File: src/rtl/core/qmr_sqrt_cell.sv
// ----------------------------------------------------------------------------
// qmr_sqrt_cell - one digit cell of the square root chain
// Resolves one root bit per cell (restoring, two radicand bits per step).
// ----------------------------------------------------------------------------
module qmr_sqrt_cell #(
  parameter int unsigned SQ = 33,
  parameter int unsigned PW = 65
) (
  input  logic            clk_i,
  input  logic            rst_ni,
  input  logic            en_i,
  input  logic            valid_i,
  input  logic [2*SQ-1:0] rad_i,
  input  logic [SQ+1:0]   rem_i,
  input  logic [SQ-1:0]   root_i,
  input  logic [PW-1:0]   side_i,
  output logic            valid_o,
  output logic [2*SQ-1:0] rad_o,
  output logic [SQ+1:0]   rem_o,
  output logic [SQ-1:0]   root_o,
  output logic [PW-1:0]   side_o
);

  logic [SQ+1:0]   rs;
  logic [SQ+1:0]   trial;
  logic            ge;
  logic [2*SQ-1:0] rad_d;
  logic [SQ+1:0]   rem_d;
  logic [SQ-1:0]   root_d;

  // trial subtract of (4*root + 1)
  always_comb begin
    rs     = {rem_i[SQ-1:0], rad_i[2*SQ-1 -: 2]};
    trial  = {root_i, 2'b01};
    ge     = (rs >= trial);
    rem_d  = ge ? (rs - trial) : rs;
    root_d = {root_i[SQ-2:0], ge};
    rad_d  = {rad_i[2*SQ-3:0], 2'b00};
  end

  always_ff @(posedge clk_i or negedge rst_ni) begin
    if (!rst_ni) begin
      valid_o <= 1'b0;
    end else if (en_i) begin
      valid_o <= valid_i;
    end
  end

  always_ff @(posedge clk_i) begin
    if (en_i) begin
      rad_o  <= rad_d;
      rem_o  <= rem_d;
      root_o <= root_d;
      side_o <= side_i;
    end
  end

endmodule

File: config.mk
export PLATFORM = sky130hd
export DESIGN_NAME = qmr_sqrt_cell
export DESIGN_NICKNAME = d
export VERILOG_FILES = /design/src/rtl/core/qmr_sqrt_cell.sv
export SDC_FILE = /design/constraint.sdc
export NUM_CORES = 1
export LEC_CHECK = 0
export BUFFER_PORTS_ARGS = -buffer_cell sky130_fd_sc_hd__buf_4
export CORE_AREA = 2 2 159 161
export DETAILED_ROUTE_END_ITERATION = 8
export DIE_AREA = 0 0 161 163
export SYNTH_ARGS = -nofsm -noshare
export SYNTH_HDL_FRONTEND = slang
export SYNTH_SLANG_ARGS = --single-unit
File: constraint.sdc
create_clock -name clk_i -period 0.8 [get_ports clk_i]
set_clock_uncertainty 0.1 [all_clocks]
set_input_delay 0.12 -clock clk_i [delete_from_list [all_inputs] [get_ports clk_i]]
set_output_delay 0.12 -clock clk_i [all_outputs]
set_load 0.005 [all_outputs]
After elaboration in Yosys (flattened, before gate mapping):

Cells that the tools add are included.

* add/subtract/negate cells: 1
* order comparisons: 1
* multiplexer cells: 1

Operator list (count)
* $ge A35 B35 Y1: 1
* $mux W35: 1
* $sub A35 B35 Y35: 1

* register bits after elaboration: 198
* input bits: 203

Depth between registers and ports, before layout:

Gate-level depths: netlist of run 1.

* depth after elaboration: 2
* gate-level depth with buffers: 13

Least setup slack after synthesis of run 1:

No wires, ideal clock.

* kind: input to register
* start point: input port root_i[17]
* end point: register rem_o[34], data pin
* arrival: 2.114 ns
* required time: 0.442 ns
* slack: -1.672 ns
* stages on the path: 11
* path buffers: 1
* path through: inv_1 -> ha_1 -> buf_2 -> a21oi_1 -> o21ai_1 -> a2111oi_2 -> nor3_1 -> o31a_1 -> a311o_1 -> xnor2_1 -> a21oi_1

* longest elaborated chain between the ends: 2

Ends and longest elaborated chain
* start: declaration: RTL line 15 `input logic [SQ-1:0] root_i,`
* $sub A35 B35 Y35 or $ge A35 B35 Y1 (tied branches): RTL line 36, 35
* $mux W35 (*): RTL line 36 `rem_d = ge ? (rs - trial) : rs;`
* net rem_d[34]: RTL line 28 `logic [SQ+1:0] rem_d;`
* end signal: assignment: RTL line 52 `rem_o <= rem_d;`
* end: declaration: RTL line 19 `output logic [SQ+1:0] rem_o,`

The timed path passes the listed nets; every way through them passes the cells marked *.
A chain may end at the register's enable or synchronous reset.

Final worst setup path of run 1:

* start point: input port rem_i[8]
* end point: register rem_o[21], data pin

* longest elaborated chain between the ends: 2

Ends and longest elaborated chain
* start: declaration: RTL line 14 `input logic [SQ+1:0] rem_i,`
* $sub A35 B35 Y35 or $ge A35 B35 Y1 (tied branches): RTL line 36, 35
* $mux W35 (*): RTL line 36
* net rem_d[21]: RTL line 28

Marks and branches as above.

==> out/qor.yml, run 1 <==
outcome: "complete, but fails checks"
failing_checks: "negative hold slack, negative setup slack"
worst_ep_arrival_time_ps: 2190
power_density_nw_per_um2: 1780
synthArstFlopShare_pct: 0.505
worstSetupStartpointType: "input port"
setup_viol_count_final: 235
post_synth_mux_area_share_pct: 0.266
grt_overflow: 0
synth.lib_cells_used.distinct: 58
fin_crit_ps: 2100
post_synth_inst_count: 594
route.antenna.remaining_nets: 0
switchingPower_mw: 8.12
synth.yosys.seq_area_share_pct: 70.1
post-synth-top-area-cell: "edfxtp_1"
drt-initial-drc-count: 338
cts.root.buffer_cell: "clkbuf_16"
globalRouteTotalUtil_pct: 22.2
vertical_die_dimension_um: 163
mostFrequentLayoutCells: "431 x buf_4, 197 x edfxtp_1, 166 x dlygate4sd3_1"
total_via_count_in_the_routed_design: 7780
clk_latency_ps: 430
worstReg2RegStart: "valid_o"
grt_start_max_net_pins: 43
critPathCaptureType: "flip-flop"
drc: 0
final_cells: 1671
layout.cells.most_common: "buf_4"
power_mw: 29.6
core-area_sq_um: 24700
synth_xor_xnor_area_share_pct: 2.79
class_of_the_tightest_hold_or_removal_check: "input port to flip-flop"
first_pass_grt_wire_length_mm: 44.4
cts-htree-levels: 4
multi_input_comb_area_sq_um: 2960
post-route-worst-setup-slack_ps: -1300
sequentialPowerShare_pct: 43.6
postSynth.topFlopCell: "edfxtp_1"
cts_hold_buffers: 166
compound_gate_portion_of_the_synthesized_area_pct: 11.2
cts_buffer_depth: 2
criticalPathCategory: "input port to flip-flop"
timing.hold.worst.start: "rem_i[30]"
post_synthesis_to_final_layout_area_growth_pct: 96.7
top_level_ports: 403
yosysWarnings: 0
placement_rows: 58
antenna_found_initial: 0
cts_tree: "yes"
finalWeightedCongestion: 0.833
post_synth_and_or_nand_nor_area_fraction_pct: 7.27
die-width_um: 161
cts_buffers: 17
crit_path_max_fanout: 12
share_clk_of_total_power_pct: 30.0
die_area_sq_um: 26200
netlist_top_cells_area: "edfxtp_1 70%, ha_1 5.2%, a21oi_1 3.2%"
finalWirelength_mm: 30.9
syn_area_sq_um: 8470
max-cap-violations: 0
worstPathRequired_ps: 880
final_util_pct: 67.5
drtPass1Iterations: 4
fin_hold_viols: 27
fmax_mhz: 475
final_max_slew_viol_count: 0
dpl.hpwl_mm: 21.4
via_per_inst: 4.66
vias_in_the_first_global_route: 8012
number_of_sinks_handled_by_clock_tree_synthesis: 198
antenna-diode-count: 0
final-seq-area_sq_um: 5940
final.fill_count: 1756
portBuffers: 398
syn_area_per_cell_sq_um: 14.3
path_clk_slew_ps: 80
worst_hold_slack_ps: -113
post_route_cells_drive_above_1_share_pct: 53.8
power_switching_share_pct: 27.4
wl_per_cell_um: 18.5
internal_pwr_total_mw: 21.5
synth_top_family_by_area: "compound AO/OA/AOI/OAI gates"
placed_cells_incl_taps: 1439
peakVddDrop_uv: 1200
p_comb_share_pct: 26.4
dpl_worst_slack_ps: -1820
synth_top_cell_area_share_pct: 69.8
grt_setup_unrepaired: "yes"
start_util_pct: 34.3
nNetsFinal: 1566
final.period_utilization_pct: 263
synth_enable_flop_cells: 197
total_leakage_power_nw: 7.12
synth_seq_cells: 198
synth_adder_area_share_pct: 5.17
worstSetupStartpoint: "rem_i[8]"
==> logic make-up (layout without fill, tap and decap cells) <==
logic type | Yosys count | count (layout)
XOR/XNOR | 27 | 27
adder cells (fa/ha/maj) | 35 | 35
buffers and inverters | 60 | 806
other | 1 | 2
AND/OR/NAND/NOR | 125 | 125
multiplexers | 2 | 2
flip-flops | 198 | 198
AO/OA/AOI/OAI | 146 | 146
==> final timing paths <==
path                        endpoint  slack, ps  cells after the start
hold / removal             rem_o[32]       -110                      2
hold reg to reg              valid_o        460                      1
max in group asynchronous    valid_o         20                      3
setup / recovery           rem_o[21]      -1300                     12
setup reg to reg             valid_o        -80                      1
min in group asynchronous    valid_o        480                      3
==> power groups by stage <==
stage | sequential [mW] | combinational, mW | clock [mW]
floorplan | 13.1 | 2.14 | 0
global placement | 13.0 | 6.00 | 0
detailed placement | 13.0 | 6.05 | 0
CTS | 12.8 | 7.32 | 9.12
global route | 13.0 | 8.34 | 9.45
finish | 12.9 | 7.80 | 8.88
==> routing by layer <==
metal / vias to the layer above / wire (um) / GRT usage (%)
met4: 0 / 807 / 7.18
met1: 3762 / 11600 / 25.4
li1: 3709 / - / -
met3: 47 / 1890 / 5.45
met5: - / 0 / 0
met2: 262 / 16600 / 40.9
==> registers in the layout, summed over array words and instances, names as in the netlist <==
signal	flops
rad_o	64
rem_o	35
root_o	33
side_o	65
valid_o	1
==> Yosys cell counts (5+ instances only) <==
| library cell | n |
|---|---|
| nor2_1 | 33 |
| xnor2_1 | 17 |
| a21oi_1 | 54 |
| a21o_1 | 16 |
| o21bai_1 | 6 |
| a21boi_0 | 5 |
| o21ai_0 | 23 |
| buf_2 | 7 |
| nor3_1 | 9 |
| inv_1 | 44 |
| o21a_1 | 7 |
| ha_1 | 35 |
| edfxtp_1 | 197 |
| nand3_1 | 10 |
| nand4_1 | 9 |
| xor2_1 | 10 |
| nand2_1 | 36 |
==> final cells by class <==
class / count / share of cell area [%]
multi-input combinational: 337 / 17.8
timing repair buffer: 730 / 39.2
clock buffer: 17 / 2.55
inverter: 44 / 1.26
tap: 330 / 2.48
sequential: 198 / 35.7
clock inverter: 15 / 1.09
==> worst max-delay path, cell delays in order <==
cell	delay (ps)
buf_4	120
ha_4	300
buf_6	110
nand2_4	50
o21ai_4	170
a21oi_2	90
o211ai_2	200
a21oi_4	80
o31a_1	380
buf_6	190
and2_1	160
a31o_2	220
==> timing repair <==
item,in CTS,in global routing
pin swaps,32,11
hold endpoints to repair,194,27
resized for setup,104,115
gates cloned,2,1
endpoints found under the setup margin,235,235
setup buffers,25,11
==> metrics by stage <==
stage / TNS [ps] / cell area (sq um)
6_report: -116240 / 16700
5_1_grt: -128150 / 16700
4_1_cts: -117210 / 16200
3_5_place_dp: -101580 / 13300
3_3_place_gp: -98870 / 13300
2_1_floorplan: -48850 / 8960
(Power assumes the default switching activity.)
==> run 2: changes to the inputs <==
--- a/config.mk
+++ b/config.mk
@@ -9,6 +9,7 @@
 export CORE_AREA = 2 2 159 161
 export DETAILED_ROUTE_END_ITERATION = 8
 export DIE_AREA = 0 0 161 163
+export PLACE_DENSITY_LB_ADDON = 0.05
 export SYNTH_ARGS = -nofsm -noshare
 export SYNTH_HDL_FRONTEND = slang
 export SYNTH_SLANG_ARGS = --single-unit
==> out/qor.yml, run 2 (synthesized netlist as in run 1, its figures left out) <==
cts-htree-levels: 4  # unchanged
worstSetupStartpointType: "input port"
max_flop_register: "side_o"
globalRoute.busiestLayer: "met2"
multi_input_comb_area_sq_um: 2920  # -1.2%
layout_top_registers: "side_o: 65 flops, rad_o: 64 flops, rem_o: 35 flops"
fin_crit_ps: 2100  # -7.00 ps
final.period_utilization_pct: 262  # -0.88 points
clk_latency_ps: 430  # about the same
core-area_sq_um: 24700  # unchanged
timing.critical_path.cells: "buf_4 -> ha_4 -> a21o_1 -> a21o_1 -> o21bai_4 -> o21ba_4 -> o31a_1 -> a311o_1 -> xnor2_1 -> a21oi_1"
finalWeightedCongestion: 0.814  # -2.2%
globalRouteMet1Util_pct: 26.1  # +0.70 points
cts.root.buffer_cell: "clkbuf_16"
worst_hold_slack_ps: -119  # -6.46 ps
total_leakage_power_nw: 7.06  # -0.87%
totalNegativeSetupSlack_ps: -115970  # +267 ps
route.antenna.remaining_nets: 0  # unchanged
final_cells: 1659  # -0.72%
power_switching_share_pct: 27.1  # -0.37 points
grt_overflow: 0  # unchanged
peakVddDrop_uv: 1370  # +15%
fmax_mhz: 477  # +0.33%
vertical_die_dimension_um: 163  # unchanged
p_comb_share_pct: 26.2  # -0.2 points
via_per_inst: 4.53  # -2.6%
timing.critical_path.mode_cell: "a21o_1"
drtPass1Iterations: 6  # +2
global_route.usage.met3_pct: 5.22  # -0.23 points
wl_per_cell_um: 17.6  # -4.8%
number_of_sinks_handled_by_clock_tree_synthesis: 198  # unchanged
worstPathRequired_ps: 890  # about the same
outcome: "complete, but fails checks"
finalWirelength_mm: 29.3  # -5.4%
max-cap-violations: 0  # unchanged
first_pass_grt_wire_length_mm: 44.3  # -0.25%
criticalPathCategory: "input port to flip-flop"
placed_cells_incl_taps: 1442  # +0.21%
start_util_pct: 34.3  # unchanged
top_level_ports: 403  # unchanged
drc: 0  # unchanged
share_clk_of_total_power_pct: 29.9  # about the same
portBuffers: 398  # unchanged
tightestPinTransition_ps: 525
worstReg2RegStart: "valid_o"
drt-initial-drc-count: 404  # +20%
timing.hold.worst.start: "rem_i[30]"
cts_buffer_depth: 2  # unchanged
worst_r2r_dst: "valid_o"
grt_setup_unrepaired: "yes"
antenna_found_initial: 0  # unchanged
vias_in_the_first_global_route: 7953  # -0.74%
post_synthesis_to_final_layout_area_growth_pct: 94.7
power_density_nw_per_um2: 1780  # +0.20%
reg2regPathDepth: 1  # unchanged
fin_hold_viols: 28  # +3.7%
globalRouteTotalUtil_pct: 22.1  # -0.15 points
dpl.hpwl_mm: 21.2  # -0.97%
post-route-worst-setup-slack_ps: -1300  # +7.00 ps
nNetsFinal: 1554  # -0.77%
grt_start_max_net_pins: 44  # +2.3%
class_of_the_tightest_hold_or_removal_check: "input port to flip-flop"
internal_pwr_total_mw: 21.4  # -0.35%
finalInstanceArea_sq_um: 16500  # -1.0%
crit_path_top_delay_cell: "a311o_1"
ff2ff_setup_slack_ps: -80  # about the same
largest_register_ffs: 65  # unchanged
die_area_sq_um: 26200  # unchanged
slew_headroom_pct: 64.7
failing_checks: "negative hold slack, negative setup slack"
mostFrequentLayoutCells: "442 x buf_4, 197 x edfxtp_1, 165 x dlygate4sd3_1"
use_met2_pct: 40.0  # -0.90 points
antenna-diode-count: 0  # unchanged
power_mw: 29.3  # -0.85%
cts_tree: "yes"
critPathCapture: "rem_o[34]"
path_clk_slew_ps: 80  # about the same
worstSetupStartpoint: "rem_i[14]"
die-width_um: 161  # unchanged
worst_ep_arrival_time_ps: 2180  # about the same
post_route_cells_drive_above_1_share_pct: 53.0  # -0.79 points
total_via_count_in_the_routed_design: 7522  # -3.3%
final_max_slew_viol_count: 0  # unchanged
cts_hold_buffers: 165  # -0.60%
critPathCaptureType: "flip-flop"
switchingPower_mw: 7.94  # -2.2%
final-seq-area_sq_um: 5940  # unchanged
placed_instance_area_sq_um: 13300  # +0.17%
final.fill_count: 1900  # +8.2%
final_util_pct: 66.8  # -0.70 points
layout.cells.most_common: "buf_4"
placement_rows: 58  # unchanged
cts_buffers: 17  # unchanged
slowest_delay_ps: 350  # -30 ps
crit_path_max_fanout: 4  # -8
sequentialPowerShare_pct: 43.8  # +0.2 points
setup_viol_count_final: 235  # unchanged
## run 2: cell type report
cell class	instances	area share, %
Clock buffer	18	2.60
Clock inverter	14	1.08
Inverter	44	1.26
Multi-Input combinational cell	337	17.7
Sequential cell	198	36.0
Tap cell	330	2.50
Timing Repair Buffer	718	38.8
## run 2: metal layers
layer | vias up | part of all wire (%)
met5 | - | 0
met1 | 3591 | 40
met3 | 30 | 5.4
met2 | 222 | 52
met4 | 0 | 1.9
li1 | 3679 | -
## run 2: power groups by stage
| stage | Clock (mW) | Combinational, mW | Sequential [mW] |
|---|---|---|---|
| floorplan | 0 | 2.14 | 13.1 |
| CTS | 9.02 | 7.45 | 12.8 |
| global placement | 0 | 6.07 | 13.0 |
| global route | 9.43 | 8.27 | 13.0 |
| finish | 8.78 | 7.69 | 12.9 |
| detailed placement | 0 | 6.12 | 13.0 |
## run 2: worst max-delay path: cells and delay by family
family	cells	cell delay [ps]
AO/OA/AOI/OAI	7	1520
buffers and inverters	1	140
adder cells (fa/ha/maj)	1	250
XOR/XNOR	1	150
## run 2: what timing repair did
item,4_1_cts,5_1_grt
setup buffers,16,2
gates cloned,4,0
resized for setup,106,78
setup endpoints to repair,235,235
pin swaps,36,11
hold endpoints to repair,194,29
## run 2: through the flow
stage | setup slack (ps) | hold WS [ps]
2_1_floorplan | -1460 | -276
3_3_place_gp | -1800 | -204
3_5_place_dp | -1830 | -202
4_1_cts | -1310 | -145
5_1_grt | -1370 | -143
6_report | -1300 | -119
## run 2: how the worst min path moves through the flow
stage	depth (start not counted)	slack [ps]	endpoint
global route	2	-140	rem_o[32]
detailed placement	1	-200	valid_o
floorplan	0	-280	valid_o
global placement	1	-200	valid_o
CTS	2	-140	rem_o[32]
finish	2	-120	rem_o[32]
==> run 3: changes to the inputs <==
--- a/config.mk
+++ b/config.mk
@@ -5,10 +5,11 @@
 export SDC_FILE = /design/constraint.sdc
 export NUM_CORES = 1
 export LEC_CHECK = 0
+export ABC_AREA = 1
 export BUFFER_PORTS_ARGS = -buffer_cell sky130_fd_sc_hd__buf_4
-export CORE_AREA = 2 2 159 161
+export CORE_AREA = 2 2 155 157
 export DETAILED_ROUTE_END_ITERATION = 8
-export DIE_AREA = 0 0 161 163
+export DIE_AREA = 0 0 157 159
 export PLACE_DENSITY_LB_ADDON = 0.05
 export SYNTH_ARGS = -nofsm -noshare
 export SYNTH_HDL_FRONTEND = slang
==> out/qor.yml, run 3 <==
drc: 0  # unchanged
drtPass1Iterations: 7  # +1
total_via_count_in_the_routed_design: 8678  # +15%
commonest_cells_in_the_netlist: "270 x nand2_1, 197 x edfxtp_1, 148 x inv_1"
antenna_found_initial: 1  # +1
final.period_utilization_pct: 199  # -63 points
switchingPower_mw: 8.36  # +5.3%
cts_tree: "yes"
globalRouteTotalUtil_pct: 25.6  # +3.5 points
vertical_die_dimension_um: 159  # -2.5%
fin_hold_viols: 13  # -54%
cts.root.buffer_cell: "clkbuf_16"
worstPathRequired_ps: 900  # about the same
setup_viol_count_final: 236  # +0.43%
post_synthesis_to_final_layout_area_growth_pct: 84.1
total_leakage_power_nw: 7.99  # +13%
sequentialPowerShare_pct: 43.5  # -0.3 points
final_max_slew_viol_count: 0  # unchanged
clk_latency_ps: 440  # about the same
path_clk_slew_ps: 80  # about the same
start_util_pct: 40.2  # +5.8 points
synth_enable_flop_cells: 197  # unchanged
crit_path_max_fanout: 9  # +5
syn_area_sq_um: 9310  # +10%
dpl.hpwl_mm: 23.5  # +11%
yosysWarnings: 0  # unchanged
cts_hold_buffers: 185  # +12%
synth_seq_cells: 198  # unchanged
power_switching_share_pct: 28.3  # +1.2 points
number_of_sinks_handled_by_clock_tree_synthesis: 198  # unchanged
cts_buffer_depth: 2  # unchanged
via_per_inst: 4.49  # -0.93%
finalWeightedCongestion: 0.918  # +13%
worstSetupStartpointType: "input port"
dpl_worst_slack_ps: -1380  # +445 ps
post-synth-top-area-cell: "edfxtp_1"
post_synth_and_or_nand_nor_area_fraction_pct: 19.5  # +12 points
mostFrequentLayoutCells: "439 x buf_4, 250 x nand2_1, 197 x edfxtp_1"
yosys.cell_count.top_type: "nand2_1"
core-area_sq_um: 23200  # -6.0%
max_flop_register: "side_o"
peakVddDrop_uv: 1270  # -7.1%
synth_adder_area_share_pct: 4.70  # -0.47 points
synth_top_cell_area_share_pct: 63.5  # -6.3 points
grt_setup_unrepaired: "yes"
route.antenna.remaining_nets: 0  # unchanged
share_clk_of_total_power_pct: 30.3  # +0.4 points
netlist_top_cells_area: "edfxtp_1 64%, nand2_1 11%, inv_1 6.0%"
fin_crit_ps: 1600  # -502 ps
class_of_the_tightest_hold_or_removal_check: "input port to flip-flop"
die_area_sq_um: 25000  # -4.9%
max-cap-violations: 0  # unchanged
post_route_cells_drive_above_1_share_pct: 44.4  # -8.6 points
synth_top_family_by_area: "simple AND/OR/NAND/NOR gates"
syn_area_per_cell_sq_um: 10.7  # -25%
largest_register_ffs: 65  # unchanged
synthArstFlopShare_pct: 0.505  # unchanged
cts-htree-levels: 4  # unchanged
outcome: "complete, but fails checks"
failing_checks: "negative hold slack, negative setup slack"
grt_overflow: 0  # unchanged
drt-initial-drc-count: 388  # -4.0%
p_comb_share_pct: 26.2  # about the same
postSynth.topFlopCell: "edfxtp_1"
vias_in_the_first_global_route: 9024  # +13%
top_level_ports: 403  # unchanged
synth.lib_cells_used.distinct: 33  # -43%
cts_buffers: 17  # unchanged
first_pass_grt_wire_length_mm: 48.8  # +10%
die-width_um: 157  # -2.5%
compound_gate_portion_of_the_synthesized_area_pct: 2.79  # -8.4 points
layout.cells.most_common: "buf_4"
finalWirelength_mm: 32.8  # +12%
placement_rows: 56  # -3.4%
fmax_mhz: 627  # +31%
power_density_nw_per_um2: 1720  # -3.1%
synth_xor_xnor_area_share_pct: 1.69  # -1.1 points
critPathCaptureType: "flip-flop"
internal_pwr_total_mw: 21.2  # -0.92%
nNetsFinal: 1837  # +18%
post_synth_mux_area_share_pct: 0.121  # -0.14 points
wl_per_cell_um: 17.0  # -3.6%
worst_hold_slack_ps: -113  # +6.09 ps
worst_ep_arrival_time_ps: 1690  # -490 ps
grt_start_max_net_pins: 35  # -20%
portBuffers: 398  # unchanged
post_synth_inst_count: 872  # +47%
post-route-worst-setup-slack_ps: -795  # +502 ps
layout_top_registers: "side_o: 65 flops, rad_o: 64 flops, rem_o: 35 flops"
criticalPathCategory: "input port to flip-flop"
synth.yosys.seq_area_share_pct: 63.8  # -6.4 points
[run 3: cell types whose count changed after synthesis, moves of 12 or more]
cell,before,now
a21oi_1,54,26
nand2_2,0,32
a21o_1,16,0
inv_1,44,148
nand3_2,0,12
xnor2_1,17,1
nand2_1,36,270
nand3_1,10,32
[run 3: logic make-up after synthesis]
kind of cell,count (synthesis)
multiplexers,1
flip-flops,198
other,1
AND/OR/NAND/NOR,411
adder cells (fa/ha/maj),35
buffers and inverters,160
XOR/XNOR,18
AO/OA/AOI/OAI,48
[run 3: repair_timing]
item	4_1_cts	5_1_grt
setup endpoints to repair	235	235
pin swaps	2	8
gates cloned	0	3
endpoints found under the hold margin	198	14
gates resized for setup	64	75
setup buffers	1	2
[run 3: cell type report]
type                            count  area (sq um)
Timing Repair Buffer              716          6310
Fill cell                        1655          6050
Inverter                          151           609
Antenna cell                        1          2.50
Clock inverter                     15           190
Multi-Input combinational cell    515          3260
Tap cell                          319           399
Sequential cell                   198          5940
Clock buffer                       17           425
[run 3: through the flow]
stage	setup TNS [ps]	power [mW]	utilization, %	area, sq um	std cells
after CTS	-103010	29.3	72.3	16800	1926
final	-102530	29.6	73.9	17100	1932
after global routing	-113520	30.9	73.9	17100	1932
after floorplan	-34380	15.5	-	9730	873
after global placement	-81430	19.3	60.7	14100	1708
after detailed placement	-83470	19.4	60.7	14100	1708
[run 3: path summary, 6_finish.rpt]
| path | startpoint | endpoint | slack [ps] | depth (start not counted) |
|---|---|---|---|---|
| max | rem_i[30] | rem_o[18] | -800 | 12 |
| min | rem_i[25] | rem_o[27] | -110 | 3 |
| max reg2reg | valid_o | valid_o | -50 | 1 |
| min reg2reg | valid_o | valid_o | 420 | 1 |
| max in group asynchronous | rst_ni | valid_o | 60 | 3 |
| min in group asynchronous | rst_ni | valid_o | 440 | 3 |
[run 3: per-layer routing]
layer,part of all wire [%],vias to the layer above,GRT usage [%]
li1,-,4289,-
met2,52,297,45.5
met4,4.4,0,12.2
met3,6.1,78,5.85
met1,38,4014,28.7
met5,0,-,0
[run 3: power groups by stage]
stage / combinational [mW] / clock (mW) / sequential, mW
2_1_floorplan: 2.41 / 0 / 13.1
3_3_place_gp: 6.37 / 0 / 13.0
3_5_place_dp: 6.44 / 0 / 13.0
4_1_cts: 7.40 / 9.12 / 12.8
5_1_grt: 8.38 / 9.54 / 12.9
6_report: 7.75 / 8.96 / 12.9
[run 3: worst max-delay path: stages]
cell and delay (ps):
buf_4 120, ha_1 320, buf_4 150, nand2_1 80, inv_1 70, nand3_1 120
nor2_4 60, a21oi_4 180, nand2_8 140, clkbuf_16 210, nand2_2 80, nand2_2 40
