==> config.mk <==
export PLATFORM = sky130hd
export DESIGN_NAME = qmr_div_cell
export DESIGN_NICKNAME = d
export VERILOG_FILES = /design/src/rtl/core/qmr_div_cell.sv
export SDC_FILE = /design/constraint.sdc
export NUM_CORES = 1
export LEC_CHECK = 0
export ABC_AREA = 1
export ABC_CLOCK_PERIOD_IN_PS = 1000
export BUFFER_PORTS_ARGS = -buffer_cell sky130_fd_sc_hd__buf_4
export CELL_PAD_IN_SITES_DETAIL_PLACEMENT = 2
export CELL_PAD_IN_SITES_GLOBAL_PLACEMENT = 2
export CORE_MARGIN = 2
export CORE_UTILIZATION = 31
export DETAILED_ROUTE_END_ITERATION = 10
export MAX_ROUTING_LAYER = met4
export PLACE_DENSITY_LB_ADDON = 0.1
export SYNTH_ARGS = -nofsm -noshare
export SYNTH_HDL_FRONTEND = slang
export SYNTH_SLANG_ARGS = --single-unit
==> constraint.sdc <==
create_clock -name clk_i -period 1 [get_ports clk_i]
set_input_delay 0.2 -clock clk_i [delete_from_list [all_inputs] [get_ports clk_i]]
set_output_delay 0.2 -clock clk_i [all_outputs]
set_load 0.01 [all_outputs]
==> src/rtl/core/qmr_div_cell.sv <==
// ----------------------------------------------------------------------------
// qmr_div_cell - one bit cell of the restoring divider chain
// Shifts in one dividend bit, compares with the divisor, emits one quotient bit.
// ----------------------------------------------------------------------------
module qmr_div_cell #(
  parameter int unsigned DW = 32,
  parameter int unsigned QW = 49,
  parameter int unsigned PW = 2
) (
  input  logic          clk_i,
  input  logic          rst_ni,
  input  logic          en_i,
  input  logic          valid_i,
  input  logic [QW-1:0] num_i,
  input  logic [DW:0]   den_i,
  input  logic [DW:0]   rem_i,
  input  logic [QW-1:0] quo_i,
  input  logic [PW-1:0] side_i,
  output logic          valid_o,
  output logic [QW-1:0] num_o,
  output logic [DW:0]   den_o,
  output logic [DW:0]   rem_o,
  output logic [QW-1:0] quo_o,
  output logic [PW-1:0] side_o
);

  logic [DW+1:0] rs;
  logic [DW+1:0] diff;
  logic          ge;

  // partial remainder step
  always_comb begin
    rs   = {rem_i, num_i[QW-1]};
    diff = rs - {1'b0, den_i};
    ge   = (rs >= {1'b0, den_i});
  end

  always_ff @(posedge clk_i or negedge rst_ni) begin
    if (!rst_ni) begin
      valid_o <= 1'b0;
    end else if (en_i) begin
      valid_o <= valid_i;
    end
  end

  always_ff @(posedge clk_i) begin
    if (en_i) begin
      num_o  <= {num_i[QW-2:0], 1'b0};
      den_o  <= den_i;
      rem_o  <= ge ? diff[DW:0] : rs[DW:0];
      quo_o  <= {quo_i[QW-2:0], ge};
      side_o <= side_i;
    end
  end

endmodule

==> summary.txt, run 1 <==
Outcome
  • Status: stopped before the end
  • Exit stage: clock tree synthesis (4_1_cts)
  • Error msg: [ERROR DPL-0033] detailed placement checks failed during check placement.

Synth
  • Top-area cell type share of the netlist area: between 50% and 60%
  • Commonest cells in the synthesized netlist: 289 x nand2_1, 165 x edfxtp_1, 155 x inv_1, 54 x nand3_1, 35 x nor2_1
  • Main area contributors after synthesis: edfxtp_1 60%, nand2_1 13%, inv_1 7.0%
  • Synth Cell Area: just over 0.008 mm2
  • Sequential share of the synthesized area: between 50 and 60%
  • Post-synth cell types: 33
  • Ys flop type: edfxtp_1
  • Largest area contributor in the netlist: edfxtp_1
  • Syn avg cell area: 9.81 um2
  • Mapped Cells: between 800 and 900
  • Count leader, synth: nand2_1
  • Yosys reg bits: 166
  • Syn_nets: 1052
  • Synth Warn #: 0
  • Post-synth EDFFs: ~170
  • Post-synth ARST share: 0.602%

Clock tree
  • Hold buffer count at CTS: between 100 and 150
  • TritonCTS Buffers: 17
  • Clock Tree Root: clkbuf_16
  • Setup Fix Bufs, Post-CTS: 31
  • Htree depth: 4
  • Resized Gates After CTS: approximately 400
  • CTS Buffer Depth: 2
  • CTS sink cnt: about 170

Floorplan
  • Die Span X: 168 um
  • IO Pins: between 300 and 400
  • Initial core utilization: 31.7%
  • Die Span Y: about 170 um
  • Num rows: 59

Placed design
  • Final GP Congestion: between 0.7 and 0.8
  • Post-DP HPWL: between 20000 and 30000 um
  • Port bufs: roughly 330
[through the flow]
step | hold WS, ns | cells | setup slack (ns) | instance area (um2) | utilization (%)
3_5_place_dp | -0.0128 | 1626 | -1.24 | 12600 | 48.2
3_3_place_gp | -0.0241 | 1626 | -1.15 | 12600 | 48.2
2_1_floorplan | -0.0956 | 848 | -0.721 | 8750 | -
[cell families after synthesis]
logic type,count (synthesis),synth area share [%]
adders and majority gates,34,5.21
other,1,0.0451
and+or+nand+nor,438,23.6
muxes,1,0.135
AOI/OAI and AO/OA,24,1.50
buffers and inverters,170,8.18
DFF,166,59.9
xor gates and xnor gates,14,1.47
==> run 2: changes to the inputs <==
Settings changed: CELL_PAD_IN_SITES_DETAIL_PLACEMENT 2 to not set, CELL_PAD_IN_SITES_GLOBAL_PLACEMENT 2 to not set, CORE_UTILIZATION 31 to 20, MAX_ROUTING_LAYER met4 to not set, PLACE_DENSITY_LB_ADDON 0.1 to 0.15.
==> run 2 against run 1 <==
Compared with the run above: the flow now finishes, with violations (negative setup slack); synthesized area unchanged; synthesized cell count unchanged.
==> summary.txt, run 2 <==
Timing
  • Final Hold Viols: 0
  • Post-route setup slack: -0.549 ns
  • Peak Freq: 0.646 GHz
  • Clock Skews: 0 ns
  • Setup-failing EPs final: 200
  • RSZ-0062 raised after global routing: yes
  • Fin crit share: 155%
  • Max-slew violation count: 0
  • Final Critical Period: around 1.5 ns
  • Setup TNS: -50.47 ns
  • Hold slack: 0.0485 ns

Outcome
  • Status: complete, but fails checks
  • Failing checks: negative setup slack

Global routing
  • Number of global-route vias before repair: approximately 8300
  • GRT Total Usage: between 10% and 20%
  • First-pass GRT wire length: just under 50000 um
  • Overflow after GRT: 0
  • Initial antenna violation count: 0
  • Largest net degree at the start of global routing: 30

Floorplan
  • Total Die Area: 0.0432 mm2
  • Initial core utilization: 20.3% (-11 points)
  • Die Span X: 208 um (+24%)
  • IO Pins: 337 (unchanged)
  • Num rows: 74 (+25%)
  • Core area: approximately 0.04 mm2
  • Die Span Y: 208 um (+24%)

Clock tree
  • CTS Buffer Depth: 2 (unchanged)
  • CTS tree: yes
  • CTS sink cnt: 166 (unchanged)
  • Worst skew pair latency: roughly 0.48 ns
  • Htree depth: 4 (unchanged)
  • Clock transition at path regs: around 0.070 ns
  • TritonCTS Buffers: 17 (unchanged)
  • Clock Tree Root: clkbuf_16

Synth
  • Syn_nets: 1052 (unchanged)
  • Largest area contributor in the netlist: edfxtp_1
  • Post-synth cell types: 33 (unchanged)
  • Count leader, synth: nand2_1
  • Post-synth ARST share: 0.602% (unchanged)
  • Mapped Cells: 848 (unchanged)
  • Top-area cell type share of the netlist area: 59.6% (unchanged)
  • Main area contributors after synthesis: edfxtp_1 60%, nand2_1 13%, inv_1 7.0%
  • Yosys reg bits: 166 (unchanged)
  • Ys flop type: edfxtp_1
  • Commonest cells in the synthesized netlist: 289 x nand2_1, 165 x edfxtp_1, 155 x inv_1, 54 x nand3_1, 35 x nor2_1
  • Sequential share of the synthesized area: 59.9% (unchanged)
  • Synth Warn #: 0 (unchanged)
  • Post-synth EDFFs: 165 (unchanged)
  • Synth Cell Area: 0.00832 mm2 (unchanged)
  • Syn avg cell area: 9.81 um2 (unchanged)

Worst setup path
  • Critical setup path kind: input pin to register
  • R2r startpoint: valid_o
  • CP arrival: ~1.8 ns
  • Worst setup SP type: input pin
  • Crit path from: num_i[48]
  • Max FO, Critical Path: 8
  • Crit path required time: ~1.2 ns
  • Worst setup EP type: register

Hold path
  • Hold crit path type: input pin to register
  • Hold Path Origin: rem_i[2]

Finish
  • # nets final: ~1700
  • Layout cells sized above 1: a little under half
  • Fillers: 4108
  • Non-filler instance count after layout: between 1500 and 2000
  • Ant diodes: 0
  • Commonest non-fill, non-tap cells in the layout: 289 x buf_4, 218 x nand2_1, 165 x edfxtp_1, 157 x buf_6, 138 x dlygate4sd3_1
  • Largest regs: quo_o x49, num_o x48
  • Area Overhead vs Synth: 91.3%
  • Commonest non-fill, non-tap cell in the layout: buf_4
  • Largest register FFs: 49
  • Reg with most FFs: quo_o

Drt
  • Iteration-0 DRC Markers: 299
  • Vias: between 7000 and 8000
  • Vias per inst: 3.88
  • Drt first pass iters: 5
  • Antenna Nets Post-Route: 0
  • DRC violations left: 0
  • DR WL/cell: 16.3 um
  • Total wire length: 32500 um

Pwr
  • Pleak: 7.32 nW
  • Pwr dens: about 1400 mW/mm2
  • Power Total: between 0.02 and 0.025 W
  • VDD IR max: about 0.0013 V

Flow run
  • Max-cap violation count: 0

Placed design
  • Post-DP HPWL: 25000 um (-17%)
  • Placed insts: 1816 (+12%)
  • Final GP Congestion: 0.855 (+8.0%)
  • Port bufs: 334 (unchanged)
  • Dpl ws: -1.16 ns (+0.0825 ns)
==> run 2: cell counts after synthesis <==
No cell type changed its count.
==> run 2: kinds of logic (layout without fill, tap and decap cells) <==
family / count (synthesis) / in the layout / share of synthesized area (%)
adders and majority gates: 34 / 34 / 5.21
other: 1 / 1 / 0.0451
muxes: 1 / 1 / 0.135
DFF: 166 / 166 / 59.9
AOI/OAI and AO/OA: 24 / 24 / 1.50
buffers and inverters: 170 / 787 / 8.18
xor gates and xnor gates: 14 / 14 / 1.47
and+or+nand+nor: 438 / 438 / 23.6
==> run 2: worst max-delay path: stages <==
cell	delay (ns)
buf_8	0.11
inv_12	0.04
ha_4	0.12
inv_4	0.03
fa_2	0.35
buf_6	0.13
nand3_2	0.05
nand3_2	0.07
nand2_2	0.08
nand2_2	0.07
nand2_4	0.09
nand2_8	0.12
buf_12	0.17
nand3_4	0.09
nand2_2	0.05
==> run 2: power by group <==
group	leakage [nW]	internal (W)	switching [W]
Clock	0.287	0.00375	0.00317
Sequential	1.63	0.00844	0.000306
Combinational	5.41	0.00339	0.00289
Total	7.32	0.0156	0.00637
==> run 2: metal layers <==
metal  vias to the layer above  part of all wire, %  track usage (%)
li1                       3936                    -                -
met1                      3548                   42             17.9
met2                       239                   50             26.2
met3                        23                  6.2             5.01
met4                         0                  1.6             5.01
met5                         -                    0                0
==> run 2: path summary, 6_finish.rpt <==
| path | cells past startpoint | to | slack, ns |
|---|---|---|---|
| min in group asynchronous | 3 | valid_o | 0.56 |
| hold / removal | 3 | rem_o[3] | 0.05 |
| max in group asynchronous | 3 | valid_o | 0.33 |
| setup / recovery | 15 | rem_o[28] | -0.55 |
| setup reg to reg | 1 | valid_o | 0.24 |
| hold reg to reg | 1 | valid_o | 0.55 |
==> run 2: area by class of cell <==
class / count / area, um2 / area share [%]
Sequential cell: 166 / 4980 / 31.3
Clock inverter: 14 / 166 / 1.05
Inverter: 160 / 623 / 3.92
Tap cell: 532 / 666 / 4.18
Multi-Input combinational cell: 512 / 3500 / 22.0
Timing Repair Buffer: 595 / 5540 / 34.9
Clock buffer: 18 / 429 / 2.70
==> run 2: stage by stage <==
stage,area (um2),util [%]
detailed placement,12800,31.2
finish,15900,38.9
floorplan,8750,-
global placement,12800,31.2
CTS,15500,38.0
global route,15900,38.9
==> run 2: repair_timing <==
item                                    in CTS  in global routing
pin swaps                                   18                 14
setup buffers                                7                  2
endpoints found under the setup margin     200                200
cloned                                       2                  0
hold buffers                               138                  0
resized for setup                          203                100
endpoints found under the hold margin      137                  0
No activity file was read; power rests on OpenSTA's default activity.
==> run 3: changes to the inputs <==
Settings changed: ABC_AREA 1 to not set.
==> run 3 against run 2 <==
Compared with the run above: the flow still finishes with violations (negative setup slack); clock power is 4.6% lower; total power is 3.7% lower; critical endpoint is now rem_o[1]; maximum frequency is 32% lower; routed wire length is 14% lower; setup slack worse by 0.72 ns; flip-flop and latch count stayed put; register-to-register slack hardly changed; global-route usage is 1.1 points lower; via count is 15% lower; worst hold slack worse by 0.030 ns; critical path depth is 2 lower; first-iteration DRC count is 20% lower.
==> summary.txt, run 3 <==
Synth
  • Synth Warn #: 0 (unchanged)
  • Yosys reg bits: 166 (unchanged)
  • Syn avg cell area: 13.8 um2 (+41%)
  • Top-area cell type share of the netlist area: 66.9% (+7.3 points)
  • Synth Area in Simple Gates: 6.60% (-17 points)
  • Count leader, synth: edfxtp_1
  • Adder-cell share of the synthesized area: 5.84% (+0.64 points)
  • Post-synth ARST share: 0.602% (unchanged)
  • Largest family of logic cells by synthesized area: compound AO/OA/AOI/OAI gates
  • Main area contributors after synthesis: edfxtp_1 67%, ha_1 5.6%, nand2_1 2.9%
  • Synth Cell Area: 0.00741 mm2 (-11%)
  • Post-synth EDFFs: 165 (unchanged)
  • Mapped Cells: 535 (-37%)
  • Mux cell area share after synthesis: 0.355% (+0.22 points)
  • Post-synth cell types: 55 (+67%)
  • Ys flop type: edfxtp_1
  • Sequential share of the synthesized area: 67.2% (+7.4 points)
  • Syn_nets: 739 (-30%)
  • Xor/xnor share of the synthesized area: 3.31% (+1.8 points)
  • Commonest cells in the synthesized netlist: 165 x edfxtp_1, 58 x nand2_1, 43 x inv_1, 34 x a21oi_1, 33 x ha_1
  • Largest area contributor in the netlist: edfxtp_1
  • Post-synthesis compound-gate area fraction: 12.9% (+11 points)

Timing
  • Peak Freq: 0.441 GHz (-32%)
  • Max-slew violation count: 0 (unchanged)
  • RSZ-0062 raised after global routing: yes
  • Clock Skews: 0 ns (unchanged)
  • Setup-failing EPs final: 200 (unchanged)
  • Hold slack: 0.0190 ns (-0.0295 ns)
  • Post-route setup slack: -1.27 ns (-0.721 ns)
  • Final Critical Period: 2.27 ns (+0.721 ns)
  • Fin crit share: 227% (+72 points)
  • Final Hold Viols: 0 (unchanged)

Finish
  • Commonest non-fill, non-tap cells in the layout: 313 x buf_4, 165 x edfxtp_1, 162 x buf_6, 133 x dlygate4sd3_1, 51 x nand2_1
  • Largest register FFs: 49 (unchanged)
  • Reg with most FFs: quo_o
  • Non-filler instance count after layout: 1638 (-18%)
  • Ant diodes: 0 (unchanged)
  • # nets final: 1361 (-18%)
  • Fillers: 3516 (-14%)
  • Largest regs: quo_o x49, num_o x48
  • Commonest non-fill, non-tap cell in the layout: buf_4
  • Area Overhead vs Synth: 95.9%
  • Layout cells sized above 1: 50.6% (+3.7 points)

Placed design
  • Final GP Congestion: 0.781 (-8.7%)
  • Placed insts: 1467 (-19%)
  • Port bufs: 334 (unchanged)
  • Post-DP HPWL: 21000 um (-16%)

Floorplan
  • Initial core utilization: 20.3% (-0.041 points)
  • Total Die Area: 0.0386 mm2 (-11%)
  • Die Span X: 196 um (-5.5%)
  • Core area: 0.0365 mm2 (-11%)
  • IO Pins: 337 (unchanged)
  • Die Span Y: 196 um (-5.5%)
  • Num rows: 70 (-5.4%)

Global routing
  • First-pass GRT wire length: 40500 um (-17%)
  • Number of global-route vias before repair: 6899 (-17%)
  • Initial antenna violation count: 1 (+1)
  • Overflow after GRT: 0 (unchanged)
  • Largest net degree at the start of global routing: 34 (+13%)
  • GRT Total Usage: 14.1% (-1.1 points)

Drt
  • Met1 Routed Length: 11200 um (-18%)
  • DRC violations left: 0 (unchanged)
  • Vias per inst: 4.03 (+3.8%)
  • Antenna Nets Post-Route: 0 (unchanged)
  • Uppermost layer routed: met5
  • Vias: 6593 (-15%)
  • DR WL/cell: 17.0 um (+4.8%)
  • Routed wl met2: 14200 um (-12%)
  • Drt first pass iters: 4 (-1)
  • Total wire length: 27900 um (-14%)
  • Routed wl met3: 2010 um (-0.44%)
  • Iteration-0 DRC Markers: 240 (-20%)

Worst setup path
  • CP Buf/Inv Count: 4 (-1)
  • CP max stage delay: 0.42 ns (+0.07 ns)
  • Crit path required time: 1.20 ns (-0.03 ns)
  • Critical Path Slowest Stage Cell: a221o_2
  • Cell chain of the critical path: buf_12 -> inv_12 -> ha_4 -> inv_2 -> fa_2 -> a21o_1 -> a221o_2 -> a21oi_4 -> o41a_4 -> o31ai_4 -> a41oi_4 -> buf_6 -> mux2_4
  • Top delay family on crit path: compound AO/OA/AOI/OAI gates
  • Max FO, Critical Path: 3 (-5)
  • Worst setup SP type: input pin
  • Critical setup path kind: input pin to register
  • CP arrival: 2.47 ns (+0.69 ns)
  • Worst setup EP type: register

Hold path
  • Hold crit path type: input pin to register

Clock tree
  • TritonCTS Buffers: 17 (unchanged)
  • Htree depth: 4 (unchanged)
  • Worst skew pair latency: 0.45 ns (-0.03 ns)
  • CTS Buffer Depth: 2 (unchanged)
  • CTS tree: yes
  • Clock Tree Root: clkbuf_16
  • Clock transition at path regs: 0.08 ns (about the same)
  • CTS sink cnt: 166 (unchanged)

Pwr
  • VDD IR max: 0.00119 V (-6.6%)
  • Pwr dens: 1450 mW/mm2 (+5.5%)
  • Pleak: 6.23 nW (-15%)

Flow run
  • Max-cap violation count: 0 (unchanged)

Outcome
  • Failing checks: negative setup slack
  • Status: complete, but fails checks
## run 3: repair_timing
item | in CTS | in global routing
buffers inserted | 1 | 2
cloned | 0 | 3
resized for setup | 138 | 88
setup endpoints to repair | 200 | 200
hold buffers | 133 | 0
hold endpoints to repair | 133 | 0
pin swaps | 21 | 32
## run 3: through the flow
step	setup TNS, ns	power (W)	setup WS [ns]	utilization [%]	instance area, um2
4_1_cts	-77.02	0.0211	-1.33	38.4	14000
5_1_grt	-79.85	0.0221	-1.33	39.7	14500
6_report	-69.21	0.0211	-1.27	39.7	14500
3_5_place_dp	-63.51	0.0134	-1.94	31.8	11600
3_3_place_gp	-63.18	0.0135	-1.94	31.8	11600
2_1_floorplan	-51.15	0.0105	-1.60	-	7450
## run 3: per-layer routing
metal	global-route usage [%]	up-vias
met3	4.86	27
met4	4.07	2
met2	25.2	226
li1	-	3238
met1	16.0	3100
met5	0	-
## run 3: path summary, 6_finish.rpt
kind,startpoint,to,slack (ns),cells past startpoint
worst max-delay path,num_i[48],rem_o[1],-1.27,13
worst min-delay path,rem_i[18],rem_o[19],0.02,3
worst max register to register,valid_o,valid_o,0.24,1
worst min register to register,valid_o,valid_o,0.54,1
max in group asynchronous,rst_ni,valid_o,0.86,2
min in group asynchronous,rst_ni,valid_o,0.06,2
## run 3: logic make-up after synthesis
logic type	count (synthesis)
adders and majority gates	34
AOI/OAI and AO/OA	136
and+or+nand+nor	109
other	1
DFF	166
xor gates and xnor gates	28
muxes	2
buffers and inverters	59
## run 3: tightest hold or removal path, cell delays in order
cell and delay [ns]:
buf_4 0.09, nand2_2 0.04, o21ai_2 0.04
## run 3: layout make-up
class | instances | area, um2 | share of cell area [%]
Timing Repair Buffer | 619 | 5730 | 39.5
Clock inverter | 15 | 141 | 0.974
Clock buffer | 17 | 425 | 2.93
Sequential cell | 166 | 4980 | 34.3
Inverter | 43 | 174 | 1.20
Multi-Input combinational cell | 310 | 2480 | 17.1
Tap cell | 468 | 586 | 4.03
## run 3: where the power goes
part / switching [W] / internal, W / leakage (nW) / total [W]
Combinational: 0.00241 / 0.00334 / 4.33 / 0.00575
Sequential: 0.000316 / 0.00845 / 1.63 / 0.00877
Clock: 0.00312 / 0.00348 / 0.274 / 0.00660
==> run 4: changes to the inputs <==
==> constraint.sdc (replaced) <==
create_clock -name clk_i -period 1 [get_ports clk_i]
set_input_delay 0.15 -clock clk_i [delete_from_list [all_inputs] [get_ports clk_i]]
set_output_delay 0.15 -clock clk_i [all_outputs]
set_load 0.01 [all_outputs]
==> run 4 against run 3 <==
Compared with the run above: combinational power about the same; sequential power is essentially flat; maximum frequency rose by 2.1%; first-iteration DRC count down 30%; via count is 0.96% higher; the flow still finishes with violations (negative setup slack); critical path type unchanged; clock skew did not move; clock-buffer cell count increased by 2; critical path depth is the same; clock power down 2%.
==> summary.txt, run 4 (same netlist as run 3, synthesis figures left out) <==
Floorplan
  • IO Pins: 337 (unchanged)
  • Initial core utilization: 20.3% (unchanged)
  • Die Span Y: 196 um (unchanged)
  • Die Span X: 196 um (unchanged)
  • Num rows: 70 (unchanged)
  • Total Die Area: 0.0386 mm2 (unchanged)
  • Core area: 0.0365 mm2 (unchanged)

Drt
  • Vias per inst: 4.00 (-0.50%)
  • Total wire length: 28300 um (+1.2%)
  • DR WL/cell: 17.0 um (-0.22%)
  • Iteration-0 DRC Markers: 168 (-30%)
  • DRC violations left: 0 (unchanged)
  • Drt first pass iters: 4 (unchanged)
  • Antenna Nets Post-Route: 0 (unchanged)
  • Vias: 6656 (+0.96%)

Global routing
  • Largest net degree at the start of global routing: 34 (unchanged)
  • GRT Total Usage: 14.2% (+0.041 points)
  • First-pass GRT wire length: 40800 um (+0.77%)
  • Number of global-route vias before repair: 7050 (+2.2%)
  • Overflow after GRT: 0 (unchanged)
  • Initial antenna violation count: 0 (-1)

Finish
  • Multi-input gate area: 0.00244 mm2 (-1.5%)
  • Largest regs: quo_o x49, num_o x48
  • Fillers: 3520 (+0.11%)
  • Largest register FFs: 49 (unchanged)
  • Area Overhead vs Synth: 98.2%
  • Commonest non-fill, non-tap cells in the layout: 310 x buf_4, 165 x buf_6, 165 x edfxtp_1, 159 x dlygate4sd3_1, 54 x nand2_1
  • Commonest non-fill, non-tap cell in the layout: buf_4
  • Reg with most FFs: quo_o
  • Non-filler instance count after layout: 1662 (+1.5%)
  • Layout cells sized above 1: 48.5% (-2.1 points)
  • Register area: 0.00498 mm2 (unchanged)
  • Core Util, Final: 40.2% (+0.47 points)
  • # nets final: 1385 (+1.8%)
  • Ant diodes: 0 (unchanged)

Pwr
  • Pleak: 6.31 nW (+1.3%)
  • Power Total: 0.0209 W (-0.78%)
  • Pwr dens: 1430 mW/mm2 (-1.9%)
  • VDD IR max: 0.00118 V (-0.81%)

Clock tree
  • Clock Tree Root: clkbuf_16
  • Htree depth: 4 (unchanged)
  • TritonCTS Buffers: 17 (unchanged)
  • Worst skew pair latency: 0.43 ns (-0.02 ns)
  • CTS Buffer Depth: 2 (unchanged)
  • CTS sink cnt: 166 (unchanged)
  • CTS tree: yes
  • Clock transition at path regs: 0.07 ns (about the same)

Worst setup path
  • Crit path required time: 1.20 ns (about the same)
  • CP arrival: 2.42 ns (-0.05 ns)
  • Max FO, Critical Path: 3 (unchanged)
  • Critical setup path kind: input pin to register
  • Worst setup SP type: input pin
  • Worst setup EP type: register

Timing
  • RSZ-0062 raised after global routing: yes
  • Max-slew violation count: 0 (unchanged)
  • Peak Freq: 0.450 GHz (+2.1%)
  • Post-route setup slack: -1.22 ns (+0.0467 ns)
  • Clock Skews: 0 ns (unchanged)
  • Fin crit share: 222% (-4.7 points)
  • Setup-failing EPs final: 200 (unchanged)
  • Hold slack: 0.0285 ns (+0.00956 ns)
  • Final Hold Viols: 0 (unchanged)
  • Setup TNS: -59.61 ns (+9.59 ns)
  • Final Critical Period: 2.22 ns (-0.0467 ns)

Placed design
  • Post-DP HPWL: 20900 um (-0.27%)
  • Placed insts: 1466 (-0.068%)
  • Final GP Congestion: 0.781 (about the same)
  • Port bufs: 334 (unchanged)

Outcome
  • Status: complete, but fails checks
  • Failing checks: negative setup slack

Flow run
  • Max-cap violation count: 0 (unchanged)

Hold path
  • Hold crit path type: input pin to async pin
-- run 4: cell count changes in the layout (fill, tap and decap cells not counted), moves of 3 or more --
| cell | change |
|---|---|
| dlygate4sd3_1 | +26 |
| o21ai_2 | -10 |
| o21ai_1 | +9 |
| nand2_2 | -4 |
| buf_4 | -3 |
| buf_6 | +3 |
| inv_6 | +3 |
| nand2_1 | +3 |
-- run 4: area by class of cell --
type	instances	area share [%]
inverter	43	1.20
tap	468	3.99
multi-input combinational	310	16.6
clock inverter	13	0.741
clock buffer	19	2.95
sequential	166	33.9
timing repair buffer	643	40.6
-- run 4: worst max-delay path: stages --
cell and delay, ns:
buf_12 0.11, inv_12 0.04, ha_4 0.12, inv_2 0.03
fa_2 0.33, a21o_1 0.20, a221o_2 0.41, a21oi_4 0.16
o41a_4 0.17, o31ai_4 0.07, a41oi_4 0.18, buf_6 0.16
mux2_4 0.29
-- run 4: worst paths after layout --
kind	startpoint	endpoint	slack, ns	depth (start not counted)
min in group clk_i	rem_i[3]	rem_o[4]	0.03	3
max in group asynchronous	rst_ni	valid_o	0.89	2
min	rst_ni	valid_o	0.03	2
max	num_i[48]	rem_o[1]	-1.22	13
min reg2reg	valid_o	valid_o	0.55	1
max reg2reg	valid_o	valid_o	0.23	1
-- run 4: what timing repair did --
action	in CTS	in global routing
pin swaps	12	27
endpoints found under the setup margin	200	200
setup buffers	2	1
endpoints found under the hold margin	159	0
cloned	0	2
hold buffers	159	0
resized for setup	129	90
-- run 4: stage by stage --
| step | setup WS (ns) | area (um2) |
|---|---|---|
| 2_1_floorplan | -1.55 | 7450 |
| 3_3_place_gp | -1.90 | 11600 |
| 3_5_place_dp | -1.87 | 11600 |
| 4_1_cts | -1.29 | 14200 |
| 5_1_grt | -1.30 | 14700 |
| 6_report | -1.22 | 14700 |
-- run 4: per-layer routing --
metal | track usage [%] | wire length [um] | share of wire (%)
met1 | 15.6 | 11200 | 39
met2 | 25.7 | 14700 | 52
met3 | 4.18 | 1830 | 6.5
met4 | 5.47 | 590 | 2.1
met5 | 0 | 0 | 0
-- run 4: power by group --
part	total, W	internal, W	switching (W)
Clock	0.00645	0.00326	0.00319
Combinational	0.00573	0.00336	0.00238
Sequential	0.00877	0.00845	0.000318
